File: src/hw/rtl/ast_pkg.sv
// shared constants and types for the stutter repeat block
`timescale 1ns / 1ps
`default_nettype none

package ast_pkg;

    localparam int STORE_DEPTH_DEF = 4096;
    localparam int SAMPLE_BITS_DEF = 16;

    // fixed field widths of a request
    localparam int LEN_BITS   = 13;
    localparam int COUNT_BITS = 8;
    localparam int INDEX_BITS = COUNT_BITS + 1;

    // memory access decided for one request
    typedef struct packed {
        logic rd;   // replay: read the ring
        logic wr;   // record: append sample to the ring
        logic hit;  // read entry was written since reset
    } ast_access_t;

endpackage

`default_nettype wire

File: src/hw/rtl/ast_ctrl.sv
// segment and repeat counters, ring pointer and fill tracking
`timescale 1ns / 1ps
`default_nettype none

module ast_ctrl #(
    parameter int STORE_DEPTH = ast_pkg::STORE_DEPTH_DEF
) (
    input  wire logic                               clk,
    input  wire logic                               rst_n,
    input  wire logic                               advance,
    input  wire logic                               trigger,
    input  wire logic [ast_pkg::LEN_BITS-1:0]       stutter_length,
    input  wire logic [ast_pkg::COUNT_BITS-1:0]     repeat_count,
    output ast_pkg::ast_access_t                    acc,
    output logic      [$clog2(STORE_DEPTH)-1:0]     addr
);

    localparam int AW = $clog2(STORE_DEPTH);
    localparam int LW = $clog2(STORE_DEPTH + 1);
    localparam int CW = (LW > ast_pkg::LEN_BITS) ? LW : ast_pkg::LEN_BITS;
    localparam int PW = LW + 1;

    logic [AW-1:0]                  wp_reg, wp_next;
    logic                           wrapped_reg, wrapped_next;
    logic [ast_pkg::INDEX_BITS-1:0] index_reg, index_next;
    logic [ast_pkg::COUNT_BITS-1:0] pending_reg, pending_next;
    logic [LW-1:0]                  left_reg, left_next;

    logic [CW-1:0]                  raw_ext;
    logic [LW-1:0]                  len;
    logic [PW-1:0]                  wp_ext;
    logic [PW-1:0]                  back_ext;
    logic [AW-1:0]                  pos;

    // effective segment length: zero taken as one, clamped to depth
    always_comb
    begin
        raw_ext = CW'(stutter_length);
        if (raw_ext == '0)
        begin
            len = LW'(1);
        end
        else if (raw_ext > CW'(STORE_DEPTH))
        begin
            len = LW'(STORE_DEPTH);
        end
        else
        begin
            len = LW'(raw_ext);
        end
    end

    always_comb
    begin
        index_next   = trigger ? '0 : index_reg;
        pending_next = trigger ? repeat_count : pending_reg;
        left_next    = trigger ? len : left_reg;

        if (pending_next != '0)
        begin
            if (left_next != '0)
            begin
                left_next = left_next - LW'(1);
            end
            if (left_next == '0)
            begin
                index_next = index_next + ast_pkg::INDEX_BITS'(1);
                if (index_next > ast_pkg::INDEX_BITS'(pending_next))
                begin
                    pending_next = '0;
                    index_next   = '0;
                end
                else
                begin
                    left_next = len;
                end
            end
        end

        // replay offset back from the write pointer, modulo depth
        wp_ext   = PW'(wp_reg);
        back_ext = PW'(left_next);
        if (wp_ext >= back_ext)
        begin
            pos = AW'(wp_ext - back_ext);
        end
        else
        begin
            pos = AW'(wp_ext + PW'(STORE_DEPTH) - back_ext);
        end

        acc.rd  = (index_next != '0);
        acc.wr  = (index_next == '0);
        acc.hit = wrapped_reg || (pos < wp_reg);
        addr    = acc.rd ? pos : wp_reg;

        wp_next      = wp_reg;
        wrapped_next = wrapped_reg;
        if (acc.wr)
        begin
            if (wp_reg == AW'(STORE_DEPTH - 1))
            begin
                wp_next      = '0;
                wrapped_next = 1'b1;
            end
            else
            begin
                wp_next = wp_reg + AW'(1);
            end
        end
    end

    always_ff @(posedge clk or negedge rst_n)
    begin
        if (!rst_n)
        begin
            wp_reg      <= '0;
            wrapped_reg <= 1'b0;
            index_reg   <= '0;
            pending_reg <= '0;
            left_reg    <= '0;
        end
        else if (advance)
        begin
            wp_reg      <= wp_next;
            wrapped_reg <= wrapped_next;
            index_reg   <= index_next;
            pending_reg <= pending_next;
            left_reg    <= left_next;
        end
    end

endmodule

`default_nettype wire

File: config.mk
export PLATFORM = sky130hd
export DESIGN_NAME = ast_ctrl
export DESIGN_NICKNAME = d
export VERILOG_FILES = /design/src/hw/rtl/ast_pkg.sv /design/src/hw/rtl/ast_ctrl.sv
export SDC_FILE = /design/constraint.sdc
export NUM_CORES = 1
export LEC_CHECK = 0
export BUFFER_PORTS_ARGS = -buffer_cell sky130_fd_sc_hd__clkbuf_2
export CAP_MARGIN = 20
export CORE_ASPECT_RATIO = 2
export CORE_MARGIN = 2
export CORE_UTILIZATION = 50
export DETAILED_ROUTE_END_ITERATION = 10
export HOLD_SLACK_MARGIN = 0.03
export PLACE_DENSITY = 0.75
export SYNTH_ARGS = -nofsm -noshare
export SYNTH_HDL_FRONTEND = slang
export SYNTH_SLANG_ARGS = --single-unit
File: constraint.sdc
create_clock -name clk -period 6.5 [get_ports clk]
set_input_delay 0 -clock clk [delete_from_list [all_inputs] [get_ports clk]]
set_output_delay 0 -clock clk [all_outputs]
set_load 0.01 [all_outputs]
# Yosys cells after proc, flatten, opt, wreduce, memory -nomap -nowiden
# Index checks and enable logic that the tools add are counted.
# Widths: inputs -> output; s select.
totals:
  wordCells: 44
  ff_bits: 43
  out_inout_bits: 15
  input_bits: 25
op_classes:
  magnitude_cmp: 4
  reduce_logical: 9
  mux: 19
  eq_ne: 1
  n_addsub: 6
op_table:
  columns: ["op", "n"]
  rows:
  - ["$mux 13", 8]
  - ["$mux 12", 3]
  - ["$mux 9", 4]
  - ["$mux 8", 4]
  - ["$logic_not 13->1", 2]
  - ["$add 12x1->12 const B", 2]
  - ["$sub 12x12->12", 2]
  - ["$ge 12x13->1", 1]
  - ["$gt 13x13->1 const B", 1]
  - ["$reduce_bool 13->1", 1]
  - ["$sub 13x1->13 const B", 1]
  - ["$eq 12x12->1 const B", 1]
  - ["$lt 12x12->1", 1]
  - ["$add 9x1->9 const B", 1]
  - ["$gt 9x8->1", 1]
  - ["$logic_not 9->1", 1]
  - ["$reduce_bool 9->1", 1]
  - ["$reduce_bool 8->1", 1]
  - ["$reduce_and 3->1", 1]
  - ["$reduce_and 2->1", 1]
  - ["$logic_or 1x1->1", 1]

# Longest topological paths before layout
# Gate-level depths: netlist of run 1.
logic_depth:
  word_depth: 14
  ltp_mapped: 32
  depth_no_buf: 28

# Worst setup path after synthesis of run 1
# OpenSTA, ideal clock, no wires.
synth_path:
  path_kind: "input port to output port"
  from: "in trigger"
  to: "out acc[0] in the netlist's numbering"
  arrival_time_ns: 6.026
  n_path_buf: 5
  path_slack_ns: 0.474
  t_required_ns: 6.500
  cell_stages: 32
  path_cell_list: "buf_4 > buf_2 > buf_2 > buf_2 > buf_1 > nor2b_1 > ha_1 > and3_1 > nand3_1 > xnor2_1 > ha_1 > nand4_1 > or2_2 > a21oi_1 > nand2_1 > nor3_2 > o221a_2 > ha_1 > inv_1 > fa_1 > a21o_1 > a21oi_1 > o21bai_1 > a21oi_1 > o21bai_1 > a21oi_1 > xnor2_1 > ha_1 > o21ai_0 > a21o_1 > a21oi_1 > o31ai_1"
synth_rtl:
  columns: ["element", "line", "text"]
  rows:
  - ["from (decl)", "ast_ctrl.sv:11", "input wire logic trigger,"]
  - ["to (decl)", "ast_ctrl.sv:14", "output ast_pkg::ast_access_t acc,"]

==> flow_summary.toml, run 1 <==
[clocking]
cts_buffers = 5
cts_tree = "yes"
clock_latency_ps = 300
cts.sinks = 43
clockBufferDepth = 2
clk_pin_slew_ps = 60
clock-root-buffer = "clkbuf_16"
h-tree-depth = 2

[placed_design]
place_ws_ps = 43.2
dp_hpwl_mm = 10.9
dpl.cell_count = 678
port_buffers = 39
place_congestion = 1.04

[floorplanning]
die_x_um = 70.9
placeableCoreArea_um2 = 8650
ios = 40
rows = 48
initial_core_util = 0.518
die-height_um = 138
die_area_um2 = 9770

[final_layout]
fin_cells = 688
drive_above_1_share = 0.162
largest_reg_flops = 13
areaGrowthSynthToFinish_pct = 11.3
n_antenna_cell = 0
nNetsFinal = 649
fin_util = 0.576

[timing]
period_needed_ps = 6140
period_share = 0.944
relSlewSlack = 0.413
drv_slew = 0
setup_viol = 0
clock_skew_ps = 9.56
hold_viol_final = 0
max_slew.worst_pin.slew_ps = 880
fmax_ghz = 0.163
fin_ws_ps = 363

[hold_path]
hp-start = "repeat_count[1]"
hold_depth = 3
hold_end = "pending_reg[1]"
min_path_type = "input port to flop"

[critical_path]
crit_start = "stutter_length[1]"
r2r_cells = 14
start_kind = "input port"
rrSetupSlack_ps = 2540
r2r_start = "left_reg[0]"
cp.required_ps = 6500
worstSetupEndpointType = "output port"
crit_top_cell = "ha_1"
crit_type = "input port to output port"
slowest_stage = "nor4_2"
critPathMaxFanout = 5
max_stage_delay_ps = 480
worstPathArrival_ps = 6140
r2r-end = "wp_reg[1]"

[route]
num_vias = 4590
dr.pass1.iters = 5
ant_nets = 0
drcViolationCount = 0
wirelength_mm = 14.4
via_per_inst = 6.67
drt-initial-drc-count = 323
post_drt_wl_per_cell_um = 20.9

[power]
ir_worst_vdd_uv = 266
leakagePower_nw = 2.23
clkPwrFrac = 0.199
pwr_density_cell_nw_per_um2 = 293
p_sw_frac = 0.424
p_int_mw = 0.839
switching_power_mw = 0.618
pwr-share-seq = 0.257
pwr-share-comb = 0.545

[yosys]
ys_ff_latch = 43
synth-edff-count = 0
netlist_area_um2 = 4480
synth_top_flop_cell = "dfrtp_1"
async_flop_share = 1.00
synth_seq_area_share = 0.240
ys_warn_count = 0
syn-num-nets = 615
synth_area_per_cell_um2 = 8.08
synthCells = 554
post_synth_num_cell_types = 70

[global_route]
grt_usage = 0.306
overflow = 0
grt_antenna_before_repair = 0
grt_max_degree = 44
grt_pass1_wl_mm = 23.0
grt_pass1_vias = 4679

[run_status]
status = "complete, no violations"

[run]
drv_cap = 0
## cell usage in the layout (no fill, tap or decap), types with 12 or more instances in the layout
cell / count
nor3_1: 17
a21oi_1: 26
xnor2_1: 19
nand3_1: 22
mux2i_1: 12
nor2b_1: 12
clkbuf_2: 39
nand2_1: 46
nor2_1: 46
o21ai_0: 36
ha_1: 34
inv_1: 28
dfrtp_1: 43
## repair_timing
item,CTS,global route
pin swaps,0,3
setup buffers,0,2
gates resized for setup,1,9
cloned,0,0
hold buffers,1,0
endpoints found under the setup margin,1,2
endpoints found under the hold margin,43,0
## logic make-up (layout without fill, tap and decap cells)
| kind of cell | Yosys count | in the layout | synth area share |
|---|---|---|---|
| simple gates | 208 | 208 | 0.244 |
| compound gates | 170 | 170 | 0.268 |
| flops | 43 | 43 | 0.240 |
| xor+xnor | 24 | 24 | 0.0470 |
| buf+inv | 53 | 87 | 0.0503 |
| fa+ha+maj | 36 | 36 | 0.102 |
| mux | 20 | 20 | 0.0478 |
## final cells by class
cell class              count  area (µm²)
repair buffers             50         280
fillers                   864        3670
well taps                 100         125
inverters                  30         115
multi-input cells         458        3220
flip-flops and latches     43        1080
clock buffers               6         129
clock inverters             1        30.0
## through the flow
step	hold WS [ps]	cell area, µm²	setup TNS [ps]	total power, mW
floorplan	-296	4480	0	0.934
global placement	119	4750	0	1.13
detailed placement	124	4750	0	1.15
CTS	97.8	4920	0	1.44
global route	117	4980	-97.0	1.58
finish	94.2	4980	0	1.46
## metal layers
layer  up-vias  global-route usage  share of wire
li1       2125                   -              -
met1      2188               0.293           0.33
met2       196               0.554           0.53
met3        81              0.0571          0.050
met4         0               0.252          0.090
met5         -                   0              0
## synth_stat cells, types with 6 or more instances
cell | number | area (µm²)
clkbuf_1 | 9 | 33.8
nand2b_1 | 6 | 37.5
a22o_1 | 9 | 78.8
nor3_1 | 18 | 90.1
mux2i_1 | 12 | 120
o211ai_1 | 7 | 52.6
nand4_1 | 11 | 68.8
a21oi_1 | 29 | 145
nand2_1 | 46 | 173
inv_1 | 28 | 105
xnor2_1 | 19 | 166
or4_1 | 6 | 45.0
o2bb2ai_1 | 10 | 87.6
or3_1 | 6 | 37.5
o21bai_1 | 6 | 45.0
nand3_1 | 23 | 115
nor4_1 | 7 | 43.8
ha_1 | 35 | 438
a21o_1 | 9 | 67.6
mux2_2 | 7 | 78.8
nor2b_1 | 12 | 75.1
and3_1 | 10 | 62.6
buf_2 | 10 | 50.1
a31oi_1 | 7 | 43.8
dfrtp_1 | 43 | 1080
nor2_1 | 46 | 173
a22oi_1 | 6 | 45.0
o21ai_0 | 36 | 180
o21a_1 | 6 | 45.0
## worst max path at each step
stage	endpoint
2_1_floorplan	acc[0]
3_5_place_dp	acc[0]
6_report	acc[0]
4_1_cts	acc[0]
3_3_place_gp	acc[0]
5_1_grt	acc[0]
## power groups by stage
| stage | registers [mW] | logic, mW | clock network [mW] |
|---|---|---|---|
| finish | 0.374 | 0.793 | 0.289 |
| global route | 0.383 | 0.899 | 0.298 |
| CTS | 0.371 | 0.781 | 0.291 |
| detailed placement | 0.375 | 0.774 | 0 |
| global placement | 0.375 | 0.754 | 0 |
| floorplan | 0.353 | 0.581 | 0 |
## worst max-delay path, delay by kind of cell
kind | cells | cell delay, ps
compound gates | 13 | 2240
fa+ha+maj | 4 | 1060
simple gates | 7 | 1960
buf+inv | 4 | 450
xor+xnor | 2 | 450
Power figures use the tool's default switching activity.
==> run 2: changes to the inputs <==
--- a/config.mk
+++ b/config.mk
@@ -13,6 +13,7 @@
 export DETAILED_ROUTE_END_ITERATION = 10
 export HOLD_SLACK_MARGIN = 0.03
 export PLACE_DENSITY = 0.75
+export REMOVE_ABC_BUFFERS = 1
 export SYNTH_ARGS = -nofsm -noshare
 export SYNTH_HDL_FRONTEND = slang
 export SYNTH_SLANG_ARGS = --single-unit
==> run 2 against run 1 <==
Net effect: clock skew about the same; flip-flop and latch count unchanged; worst setup slack worse by 25 ps; first-iteration DRC count decreased by 19%; wire length rose by 2.8%; die area did not move; total power hardly changed; critical path depth is 3 lower; worst hold slack got worse by 31 ps; critical endpoint unchanged.
==> flow_summary.toml, run 2 (synthesis gave the netlist of run 1 again) <==
[critical_path]
crit_type = "flop to output port"
start_kind = "flop"
path_buf_inv = 2
cp.required_ps = 6500
worstSetupEndpointType = "output port"
slowest_stage = "or4_4"
crit_family = "compound AO/OA/AOI/OAI gates"
worstPathArrival_ps = 6160
r2r_cells = 13
max_stage_delay_ps = 630
critPathMaxFanout = 8
worstSetupPathDepth = 27

[global_route]
grt_usage = 0.314
grt_antenna_before_repair = 0
grt_max_degree = 44
grt_pass1_wl_mm = 23.7
grt_pass1_vias = 4772
overflow = 0

[clocking]
clock-root-buffer = "clkbuf_16"
cts.sinks = 43
clk_pin_slew_ps = 60
clockBufferDepth = 2
cts_tree = "yes"
clock_latency_ps = 300
cts_buffers = 5
h-tree-depth = 2

[timing]
clock_skew_ps = 9.74
drv_slew = 0
setup_viol = 0
fmax_ghz = 0.162
hold_viol_final = 0
relSlewSlack = 0.346
period_needed_ps = 6160
max_slew.worst_pin.slew_ps = 980
period_share = 0.948
fin_ws_ps = 338

[route]
drt-initial-drc-count = 261
dr.pass1.iters = 6
num_vias = 4582
drcViolationCount = 0
wirelength_mm = 14.8
ant_nets = 0
via_per_inst = 6.59
post_drt_wl_per_cell_um = 21.2

[final_layout]
fin_util = 0.581
largest_reg_flops = 13
n_antenna_cell = 0
areaGrowthSynthToFinish_pct = 12.3
drive_above_1_share = 0.175
nNetsFinal = 655
fin_area_um2 = 5020
layout_common_cells = "nor2_1 (46), nand2_1 (46), dfrtp_1 (43)"

[power]
pwr-share-seq = 0.253
pwr_density_cell_nw_per_um2 = 290
switching_power_mw = 0.624
leakagePower_nw = 2.26
p_int_mw = 0.832
clkPwrFrac = 0.191
pwr-share-comb = 0.557
ir_worst_vdd_uv = 244
p_sw_frac = 0.428

[floorplanning]
die-height_um = 138
die_x_um = 70.9
die_area_um2 = 9770
ios = 40
initial_core_util = 0.518
rows = 48
placeableCoreArea_um2 = 8650

[hold_path]
min_path_type = "input port to flop"
hold_depth = 3

[run]
drv_cap = 0

[placed_design]
place_congestion = 0.981
place_ws_ps = 353
post_dp_cell_area_um2 = 4800
dp_hpwl_mm = 11.1
port_buffers = 39

[run_status]
status = "complete, no violations"
-- run 2: cell count changes in the layout (fill, tap and decap cells not counted), sizes merged --
cell	change
buf	+6
clkbuf	+2
bufinv	-1
-- run 2: path summary, 6_finish.rpt --
kind                            slack, ps            start             end
worst max-delay path                  340      left_reg[0]          acc[0]
worst min-delay path                   60  repeat_count[4]  pending_reg[4]
max in group asynchronous            5740            rst_n       wp_reg[9]
min in group asynchronous             340            rst_n     left_reg[1]
worst max register to register       2540      left_reg[0]       wp_reg[9]
worst min register to register        490   pending_reg[5]  pending_reg[5]
-- run 2: power by group through the flow --
stage	registers [mW]	logic [mW]	clock network (mW)
after floorplan	0.353	0.571	0
after global placement	0.370	0.758	0
after detailed placement	0.371	0.778	0
after CTS	0.366	0.787	0.281
after global routing	0.375	0.909	0.289
final	0.368	0.811	0.277
-- run 2: through the flow --
stage | setup TNS [ps] | cells | power, mW | hold WS, ps
finish | 0 | 695 | 1.46 | 63.7
global route | -70.8 | 695 | 1.57 | 83.4
CTS | 0 | 694 | 1.43 | 65.8
detailed placement | 0 | 685 | 1.15 | 136
global placement | 0 | 685 | 1.13 | 134
floorplan | 0 | 531 | 0.925 | -296
-- run 2: tightest hold or removal path, cell delays in order --
cell and delay, ps:
clkbuf_2 70, mux2i_1 100, o2bb2ai_1 150
-- run 2: metal layers --
metal	up-vias	GRT usage	routed length (µm)
li1	2146	-	-
met1	2167	0.304	5030
met2	194	0.591	7840
met3	75	0.0446	739
met4	0	0.221	1140
met5	-	0	0
-- run 2: what timing repair did --
| item | 4_1_cts | 5_1_grt |
|---|---|---|
| resized for setup | 0 | 11 |
| setup buffers | 0 | 1 |
| hold buffers | 1 | 0 |
| hold endpoints to repair | 43 | 0 |
| endpoints found under the setup margin | 0 | 2 |
-- run 2: layout make-up --
class	instances	area, µm²
clock buffer	8	156
fill	775	3620
inverter	30	115
multi-input combinational	458	3230
sequential	43	1080
tap	100	125
timing repair buffer	56	325
